--- src/design/qspe_pkg.sv ---
`default_nettype none

package qspe_pkg;

	localparam int DEPTH_DEF = 32;
	localparam int VAL_W     = 32;
	localparam int POS_W     = 5;
	localparam int MODE_W    = 2;

	localparam logic [MODE_W-1:0] MODE_TWO_WAY   = 2'd0;
	localparam logic [MODE_W-1:0] MODE_THREE_WAY = 2'd1;

	// one element read out of the store, ready for the output register
	typedef struct packed {
		logic                    vld;
		logic signed [VAL_W-1:0] value;
		logic [POS_W-1:0]        position;
		logic [POS_W-1:0]        equal_low;
		logic [POS_W-1:0]        equal_high;
		logic                    overflow;
		logic                    last;
	} qspe_emit_t;

endpackage

`default_nettype wire

--- src/design/qspe_seq.sv ---
`default_nettype none

module qspe_seq import qspe_pkg::*; #(
	parameter int DEPTH = DEPTH_DEF
) (
	input  logic                    clk,
	input  logic                    arst_n,
	input  logic                    take,
	input  logic signed [VAL_W-1:0] value,
	input  logic                    is_pivot,
	input  logic                    last,
	input  logic [MODE_W-1:0]       mode,
	input  logic                    out_free,
	output logic                    loading,
	output qspe_emit_t              emit
);

	localparam int AW = (DEPTH > 1) ? $clog2(DEPTH) : 1;
	localparam int CW = $clog2(DEPTH + 1);
	localparam logic [CW-1:0] DEPTH_C = CW'(DEPTH);
	localparam logic [CW-1:0] ONE_C   = CW'(1);

	typedef enum logic [3:0] {
		ST_LOAD, ST_START, ST_SW_RA, ST_SW_RB, ST_SW_WA, ST_SW_WB,
		ST_P_RD, ST_P_CMP, ST_EMIT
	} state_t;

	typedef enum logic [1:0] {PH_INIT, PH_PASS1, PH_PASS2, PH_FINAL} phase_t;

	state_t                  state_q;
	phase_t                  phase_q;
	logic [CW-1:0]           cnt_q, n_q, j_q, k_q, lo_q, hi_q;
	logic [AW-1:0]           ps_q, m_q, g_q, sa_q, sb_q, rk_s1;
	logic                    ovf_q, ovfp_q, two_q, three_q, rp_s1;
	logic signed [VAL_W-1:0] pv_q, va_q;

	// element store: one write port, one registered read port
	logic signed [VAL_W-1:0] mem [DEPTH];
	logic signed [VAL_W-1:0] rdata_q;
	logic                    mem_we;
	logic [AW-1:0]           mem_wa, mem_ra;
	logic signed [VAL_W-1:0] mem_wd;

	// A read whose data is used is never issued in a cycle that writes, so it
	// always sees every earlier write; that ordering is the interlock.
	always_ff @(posedge clk) begin
		if (mem_we)
			mem[mem_wa] <= mem_wd;
		rdata_q <= mem[mem_ra];
	end

	logic          store_ok, x_eq, x_lt, adv_done, emit_go;
	logic [CW-1:0] j_nx;

	assign store_ok = (cnt_q != DEPTH_C);
	assign x_eq     = (rdata_q == pv_q);
	assign x_lt     = (rdata_q < pv_q);
	assign j_nx     = j_q + ONE_C;
	assign adv_done = (j_nx == n_q);
	assign emit_go  = !rp_s1 && (k_q != n_q) && out_free;

	always_comb begin
		mem_we = 1'b0;
		mem_wa = cnt_q[AW-1:0];
		mem_wd = value;
		mem_ra = j_q[AW-1:0];
		case (state_q)
			ST_LOAD:  mem_we = take && store_ok;
			ST_SW_RA: mem_ra = sa_q;
			ST_SW_RB: mem_ra = sb_q;
			ST_SW_WA: begin
				mem_we = 1'b1;
				mem_wa = sa_q;
				mem_wd = rdata_q;
			end
			ST_SW_WB: begin
				mem_we = 1'b1;
				mem_wa = sb_q;
				mem_wd = va_q;
			end
			ST_EMIT:  mem_ra = k_q[AW-1:0];
			default:  ;
		endcase
	end

	always_ff @(posedge clk or negedge arst_n) begin
		if (!arst_n) begin
			state_q <= ST_LOAD;
			phase_q <= PH_INIT;
			cnt_q   <= '0;
			n_q     <= '0;
			j_q     <= '0;
			k_q     <= '0;
			lo_q    <= '0;
			hi_q    <= '0;
			ps_q    <= '0;
			m_q     <= '0;
			g_q     <= '0;
			sa_q    <= '0;
			sb_q    <= '0;
			rk_s1   <= '0;
			ovf_q   <= 1'b0;
			ovfp_q  <= 1'b0;
			two_q   <= 1'b0;
			three_q <= 1'b0;
			rp_s1   <= 1'b0;
			pv_q    <= '0;
			va_q    <= '0;
		end else begin
			rp_s1 <= 1'b0;
			case (state_q)
				ST_LOAD: if (take) begin
					if (store_ok) begin
						if (cnt_q == '0)
							pv_q <= value;
						if (is_pivot) begin
							pv_q <= value;
							ps_q <= cnt_q[AW-1:0];
						end
						cnt_q <= cnt_q + ONE_C;
					end else begin
						ovf_q <= 1'b1;
					end
					if (last) begin
						n_q     <= store_ok ? cnt_q + ONE_C : cnt_q;
						ovfp_q  <= ovf_q || !store_ok;
						cnt_q   <= '0;
						ovf_q   <= 1'b0;
						state_q <= ST_START;
					end
				end
				ST_START: begin
					ps_q    <= '0;
					m_q     <= '0;
					g_q     <= '0;
					two_q   <= 1'b0;
					three_q <= (mode == MODE_THREE_WAY);
					if (mode == MODE_TWO_WAY || mode == MODE_THREE_WAY) begin
						// bring the pivot to the array start
						sa_q    <= '0;
						sb_q    <= ps_q;
						phase_q <= PH_INIT;
						state_q <= ST_SW_RA;
					end else begin
						lo_q    <= '0;
						hi_q    <= n_q - ONE_C;
						k_q     <= '0;
						state_q <= ST_EMIT;
					end
				end
				ST_SW_RA: state_q <= ST_SW_RB;
				ST_SW_RB: begin
					va_q    <= rdata_q;
					state_q <= ST_SW_WA;
				end
				ST_SW_WA: state_q <= ST_SW_WB;
				ST_SW_WB: begin
					case (phase_q)
						PH_INIT: begin
							j_q <= ONE_C;
							if (n_q == ONE_C) begin
								sa_q    <= '0;
								sb_q    <= m_q;
								phase_q <= PH_FINAL;
								state_q <= ST_SW_RA;
							end else begin
								state_q <= ST_P_RD;
							end
						end
						PH_PASS1, PH_PASS2: begin
							if (phase_q == PH_PASS1 && two_q) begin
								// three-way less: second exchange
								two_q   <= 1'b0;
								sa_q    <= m_q;
								sb_q    <= g_q;
								phase_q <= PH_PASS2;
								state_q <= ST_SW_RA;
							end else begin
								j_q <= j_nx;
								if (adv_done) begin
									sa_q    <= '0;
									sb_q    <= m_q;
									phase_q <= PH_FINAL;
									state_q <= ST_SW_RA;
								end else begin
									state_q <= ST_P_RD;
								end
							end
						end
						PH_FINAL: begin
							lo_q    <= CW'(m_q);
							hi_q    <= three_q ? CW'(g_q) : CW'(m_q);
							k_q     <= '0;
							state_q <= ST_EMIT;
						end
						default: state_q <= ST_LOAD;
					endcase
				end
				ST_P_RD: state_q <= ST_P_CMP;
				ST_P_CMP: begin
					if (three_q && x_eq) begin
						g_q     <= g_q + AW'(1);
						sa_q    <= j_q[AW-1:0];
						sb_q    <= g_q + AW'(1);
						two_q   <= 1'b0;
						phase_q <= PH_PASS1;
						state_q <= ST_SW_RA;
					end else if (three_q && x_lt) begin
						m_q     <= m_q + AW'(1);
						g_q     <= g_q + AW'(1);
						sa_q    <= g_q + AW'(1);
						sb_q    <= j_q[AW-1:0];
						two_q   <= 1'b1;
						phase_q <= PH_PASS1;
						state_q <= ST_SW_RA;
					end else if (!three_q && x_lt) begin
						m_q     <= m_q + AW'(1);
						sa_q    <= j_q[AW-1:0];
						sb_q    <= m_q + AW'(1);
						two_q   <= 1'b0;
						phase_q <= PH_PASS1;
						state_q <= ST_SW_RA;
					end else begin
						j_q <= j_nx;
						if (adv_done) begin
							sa_q    <= '0;
							sb_q    <= m_q;
							phase_q <= PH_FINAL;
							state_q <= ST_SW_RA;
						end else begin
							state_q <= ST_P_RD;
						end
					end
				end
				ST_EMIT: begin
					if (emit_go) begin
						rp_s1 <= 1'b1;
						rk_s1 <= k_q[AW-1:0];
						k_q   <= k_q + ONE_C;
					end else if (!rp_s1 && k_q == n_q) begin
						state_q <= ST_LOAD;
					end
				end
				default: state_q <= ST_LOAD;
			endcase
		end
	end

	assign loading = (state_q == ST_LOAD);

	always_comb begin
		emit.vld        = rp_s1;
		emit.value      = rdata_q;
		emit.position   = POS_W'(rk_s1);
		emit.equal_low  = POS_W'(lo_q);
		emit.equal_high = POS_W'(hi_q);
		emit.overflow   = ovfp_q;
		emit.last       = (CW'(rk_s1) == n_q - ONE_C);
	end

endmodule

`default_nettype wire

--- src/design/quicksort_partition_engine.sv ---
// Quicksort partition engine.
// Input channel (valid/stall, fields value, is_pivot, last): one array element per
// transaction, one cycle each. The item with last closes the array; the engine then
// stalls its input until the partitioned array has been read out of the store.
// Result channel (res_valid/res_stall): one transaction per stored element, in
// position order, each with equal_low/equal_high, overflow and last_res.
// Work after last: a start step, an exchange bringing the pivot to the start, then
// per further element a read and a compare plus any exchanges (two-way: up to one,
// three-way: up to two), then the closing exchange. Mode 2/3 skips straight to
// readout. Each exchange reads, then writes, both entries, as the element store has
// a single read and a single write port. Readout fetches an element only once the
// prior one has landed. A stalled result holds in the output register; readout
// pauses and resumes. Input reopens in the cycle after the final result reaches the
// output register. Reset clears counters, flags and mode (two-way); the store needs
// no clearing, as only entries written for the current array are ever read.
`default_nettype none

module quicksort_partition_engine import qspe_pkg::*; #(
	parameter int DEPTH = DEPTH_DEF
) (
	input  logic                    clk,
	input  logic                    arst_n,
	input  logic                    valid,
	output logic                    stall,
	input  logic signed [VAL_W-1:0] value,
	input  logic                    is_pivot,
	input  logic                    last,
	input  logic                    cfg_we,
	input  logic [MODE_W-1:0]       cfg_wdata,
	output logic                    res_valid,
	input  logic                    res_stall,
	output logic signed [VAL_W-1:0] value_res,
	output logic [POS_W-1:0]        position,
	output logic [POS_W-1:0]        equal_low,
	output logic [POS_W-1:0]        equal_high,
	output logic                    overflow,
	output logic                    last_res
);

	logic [MODE_W-1:0] mode_q;
	logic              loading, in_take, out_take, out_free;
	logic              res_valid_q;
	qspe_emit_t        emit;
	qspe_emit_t        res_q;

	// mode register; to be written only while idle, which the block itself does not enforce
	always_ff @(posedge clk or negedge arst_n) begin
		if (!arst_n)
			mode_q <= MODE_TWO_WAY;
		else if (cfg_we)
			mode_q <= cfg_wdata;
	end

	assign stall   = !loading;
	assign in_take = valid && !stall;

	// output register: readout only fetches when this slot frees up
	assign out_take = res_valid_q && !res_stall;
	assign out_free = !res_valid_q || out_take;

	qspe_seq #(
		.DEPTH(DEPTH)
	) u_seq (
		.clk     (clk),
		.arst_n  (arst_n),
		.take    (in_take),
		.value   (value),
		.is_pivot(is_pivot),
		.last    (last),
		.mode    (mode_q),
		.out_free(out_free),
		.loading (loading),
		.emit    (emit)
	);

	always_ff @(posedge clk or negedge arst_n) begin
		if (!arst_n)
			res_valid_q <= 1'b0;
		else if (emit.vld)
			res_valid_q <= 1'b1;
		else if (out_take)
			res_valid_q <= 1'b0;
	end

	always_ff @(posedge clk) begin
		if (emit.vld)
			res_q <= emit;
	end

	assign res_valid  = res_valid_q;
	assign value_res  = res_q.value;
	assign position   = res_q.position;
	assign equal_low  = res_q.equal_low;
	assign equal_high = res_q.equal_high;
	assign overflow   = res_q.overflow;
	assign last_res   = res_q.last;

endmodule

`default_nettype wire

--- config.mk ---
export PLATFORM = sky130hd
export DESIGN_NAME = quicksort_partition_engine
export DESIGN_NICKNAME = d
export VERILOG_FILES = /design/src/design/qspe_pkg.sv /design/src/design/qspe_seq.sv /design/src/design/quicksort_partition_engine.sv
export SDC_FILE = /design/constraint.sdc
export NUM_CORES = 2
export LEC_CHECK = 0
export BUFFER_PORTS_ARGS = -buffer_cell sky130_fd_sc_hd__buf_2
export CAP_MARGIN = 20
export CORE_ASPECT_RATIO = 1.25
export CORE_UTILIZATION = 46
export DETAILED_ROUTE_END_ITERATION = 10
export PLACE_DENSITY = 0.65
export SLEW_MARGIN = 20
export SYNTH_ARGS = -nofsm -noshare
export SYNTH_HDL_FRONTEND = slang
export SYNTH_SLANG_ARGS = --single-unit
--- constraint.sdc ---
create_clock -name clk -period 5.3 [get_ports clk]
set_clock_uncertainty 0.2 [all_clocks]
set_input_delay 0 -clock clk [delete_from_list [all_inputs] [get_ports clk]]
set_output_delay 0 -clock clk [all_outputs]
set_load 0.05 [all_outputs]
==> impl_metrics.toml <==
[final_layout]
synthToLayoutAreaGrowth_pct = 15.06
design.final.nets = 4028
antenna_cells = 0
post_route_cells_drive_above_1_share = 0.1253
filler_cell_count = 8937

[logic_synthesis]
asyncSetResetFlopFracSynth = 0.1139
most_common_cell_in_the_netlist = "sky130_fd_sc_hd__edfxtp_1"
syn-cell-area_mm2 = 0.05128
number_of_cells_produced_by_synthesis = 3757
syn-num-nets = 3841
syn-mean-instance-area_um2 = 13.65
most_frequent_cells_after_synthesis = "sky130_fd_sc_hd__edfxtp_1, sky130_fd_sc_hd__nand2_1, sky130_fd_sc_hd__a211oi_1"
synth_enable_flop_cells = 1073
seq_area_frac_synth = 0.7102
netlist.top_cell.by_area = "sky130_fd_sc_hd__edfxtp_1"
number_of_unique_standard_cell_types_used_by_synthesis = 68
dominantRegCellSynth = "sky130_fd_sc_hd__edfxtp_1"
yosysTopAreaCellShare = 0.6284
synthesis.yosys.warnings = 0
ys_top_cells_by_area = "sky130_fd_sc_hd__edfxtp_1, sky130_fd_sc_hd__dfrtp_1, sky130_fd_sc_hd__a211oi_1"
ys_ff_latch = 1247

[worst_setup_path]
worst-path-max-fanout = 90
critical_path_required_ps = 5760
worst-r2r-setup-slack_ps = 860
setup.worst_path.start_class = "flip-flop"
crit_path_end_kind = "flip-flop"
timing_worst_setup_path_type = "flip-flop to flip-flop"
cp.arrival_ps = 4900
critical_path.reg2reg.endpoint = "u_seq.rdata_q[21]"
worst_case_reg_to_reg_path_depth = 10
reg2reg_from = "u_seq.state_q[1]"

[run]
drv_cap = 0

[die]
num_rows = 136
initial_utilization = 0.4650
floorplan.core_area_mm2 = 0.1103
die_y_um = 375.3
dieArea_mm2 = 0.1128
chipWidth_um = 300.6
ios = 92

[placed_design]
post-dp-hpwl_um = 81580
place.port_buffers = 91
globalplace.congestion = 0.9588

[grt]
grt_first_pass_wirelength_um = 200600
grt_usage = 0.2349
global_route.overflow_total = 0
grt_antenna_before_repair = 0
first_global_vias = 31560
maximum_number_of_pins_on_one_net_before_global_route_repair = 109

[routing]
drt_pre_antenna_iters = 5
wl_um = 133500
vias_per_cell = 5.940
routed-via-count = 32630
route.detailed.drc = 0
detailedRoute.firstIterationViolations = 3545
drt-wirelength-per-cell_um = 24.29
route.antenna.remaining_nets = 0

[worst_hold_path]
hold_path_startpoint = "last"
hold_path_end = "u_seq.cnt_q[0]"
timing.hold.worst_path_depth = 3
worst_hold_path_type = "input pin to flip-flop"

[cts]
tritoncts = "done"
clock_tree.buffer_depth = 3
numClockSinks = 1247
cts_h_tree_lvls = 3
numCtsBuffers = 115
postCtsResizedCells = 0
cts_setup_buffers = 0
cts_root_buffer = "sky130_fd_sc_hd__clkbuf_16"
insertion_delay_ps = 720
clk_pin_slew_ps = 70

[power]
vdd.ir_drop.worst_uv = 426.4
power_mw = 32.13
pwr_density_cell_mw_per_mm2 = 544.6
cellLeakagePower_nw = 19.80

[sta]
report.final.slew_viol_count = 0
grt_setup_unrepaired = "false"
max_freq_ghz = 0.2254
finalSetupTns_ps = 0
finalCritPeriodShare = 0.8371
slew-limit-headroom = 0.2914
post-route-min-period_ps = 4436
setup_viol = 0
report.final.hold_viol_count = 0
tightest_slew_ps = 1053

[run_status]
status = "complete, no violations"
==> layout by cell type (no fill, tap or decap), types with 20 or more instances in the layout <==
| master | count |
|---|---|
| sky130_fd_sc_hd__xor2_1 | 20 |
| sky130_fd_sc_hd__a31oi_1 | 134 |
| sky130_fd_sc_hd__a21oi_1 | 31 |
| sky130_fd_sc_hd__o21ai_0 | 92 |
| sky130_fd_sc_hd__nand2_1 | 648 |
| sky130_fd_sc_hd__buf_12 | 21 |
| sky130_fd_sc_hd__ha_1 | 43 |
| sky130_fd_sc_hd__dlygate4sd3_1 | 117 |
| sky130_fd_sc_hd__a311oi_1 | 129 |
| sky130_fd_sc_hd__buf_4 | 115 |
| sky130_fd_sc_hd__mux2_2 | 45 |
| sky130_fd_sc_hd__nand3_1 | 22 |
| sky130_fd_sc_hd__dfrtp_1 | 140 |
| sky130_fd_sc_hd__edfxtp_1 | 1073 |
| sky130_fd_sc_hd__buf_2 | 90 |
| sky130_fd_sc_hd__mux2i_1 | 22 |
| sky130_fd_sc_hd__a211oi_1 | 391 |
| sky130_fd_sc_hd__and3_1 | 36 |
| sky130_fd_sc_hd__nor4_1 | 35 |
| sky130_fd_sc_hd__a221o_1 | 27 |
| sky130_fd_sc_hd__clkinv_1 | 30 |
| sky130_fd_sc_hd__inv_1 | 51 |
| sky130_fd_sc_hd__and2_1 | 206 |
| sky130_fd_sc_hd__dfxtp_1 | 32 |
| sky130_fd_sc_hd__clkinv_2 | 20 |
| sky130_fd_sc_hd__nor2_1 | 39 |
| sky130_fd_sc_hd__and2_0 | 57 |
| sky130_fd_sc_hd__clkbuf_16 | 117 |
| sky130_fd_sc_hd__nor2_4 | 34 |
==> kinds of logic after synthesis <==
logic type	synth area share
mux	0.01418
xor+xnor	0.005978
fa+ha+maj	0.01049
buf+inv	0.02726
flops	0.7102
compound gates	0.1264
simple gates	0.1055
==> layout make-up <==
type                       count  area, um2  share of cell area
sequential                  1247      36420              0.6173
multi-input combinational   2183      13800              0.2339
clock buffer                 140       3074             0.05211
timing repair buffer         346       2959             0.05015
tap                         1449       1813             0.03073
clock inverter                78      747.0             0.01266
inverter                      51      191.4            0.003245
==> how the worst max path moves through the flow <==
| stage | to | start | depth (start not counted) |
|---|---|---|---|
| floorplan | u_seq.mem[11][0] | u_seq.state_q[0] | 8 |
| global placement | u_seq.rdata_q[21] | u_seq.state_q[1] | 10 |
| detailed placement | u_seq.rdata_q[21] | u_seq.state_q[1] | 10 |
| CTS | u_seq.rdata_q[21] | u_seq.state_q[1] | 10 |
| global route | u_seq.rdata_q[21] | u_seq.state_q[3] | 10 |
| finish | u_seq.rdata_q[21] | u_seq.state_q[1] | 10 |
==> through the flow <==
stage | worst slack [ps] | cell area [um2] | instances | utilization | hold WS, ps
final | 863.6 | 59000 | 5494 | 0.5351 | 83.43
after global placement | 916.3 | 53950 | 5157 | 0.4893 | -117.3
after floorplan | 1507 | 51280 | 3757 | - | -495.6
after global routing | 581.0 | 59000 | 5494 | 0.5351 | 75.04
after CTS | 819.0 | 58990 | 5494 | 0.5350 | 30.01
after detailed placement | 810.5 | 53970 | 5158 | 0.4895 | -118.1
==> where the power goes <==
| group | switching, mW | internal (mW) | leakage [nW] |
|---|---|---|---|
| Combinational | 7.00 | 3.30 | 6.18 |
| Sequential | 0.717 | 12.7 | 11.8 |
| Clock | 3.65 | 4.76 | 1.85 |
| Total | 11.4 | 20.8 | 19.8 |
==> critical path: stages, from the launching register on <==
cell	delay, ps
sky130_fd_sc_hd__dfrtp_1	600
sky130_fd_sc_hd__nor4b_4	700
sky130_fd_sc_hd__and2_1	300
sky130_fd_sc_hd__a221o_4	490
sky130_fd_sc_hd__buf_12	310
sky130_fd_sc_hd__buf_12	370
sky130_fd_sc_hd__a211oi_1	140
sky130_fd_sc_hd__a31oi_1	180
sky130_fd_sc_hd__a211oi_1	150
sky130_fd_sc_hd__nor4_1	620
sky130_fd_sc_hd__buf_4	230
==> flip-flops by register name (all words and copies together), names as in the netlist, 2 cells and up <==
| name | count |
|---|---|
| equal_low | 5 |
| u_seq.rk_s1 | 5 |
| u_seq.rdata_q | 32 |
| value_res | 32 |
| u_seq.mem | 1024 |
| u_seq.j_q | 6 |
| u_seq.pv_q | 32 |
| u_seq.n_q | 6 |
| mode_q | 2 |
| u_seq.g_q | 5 |
| u_seq.cnt_q | 6 |
| position | 5 |
| equal_high | 5 |
| u_seq.lo_q | 5 |
| u_seq.ps_q | 5 |
| u_seq.m_q | 5 |
| u_seq.k_q | 6 |
| u_seq.sa_q | 5 |
| u_seq.sb_q | 5 |
| u_seq.hi_q | 5 |
| u_seq.phase_q | 2 |
| u_seq.va_q | 32 |
| u_seq.state_q | 4 |
==> repair_timing <==
item	in CTS	in global routing
setup endpoints to repair	0	0
hold endpoints to repair	821	0
hold buffers	118	0
==> layer usage <==
layer / vias up / routed length (um) / GRT usage
met5: - / 0 / 0
met4: 0 / 4151 / 0.08275
met3: 210 / 8443 / 0.03323
met2: 1159 / 65430 / 0.3903
met1: 16520 / 55440 / 0.3150
li1: 14750 / - / -
Note: power is estimated with default switching activity, not from simulation.
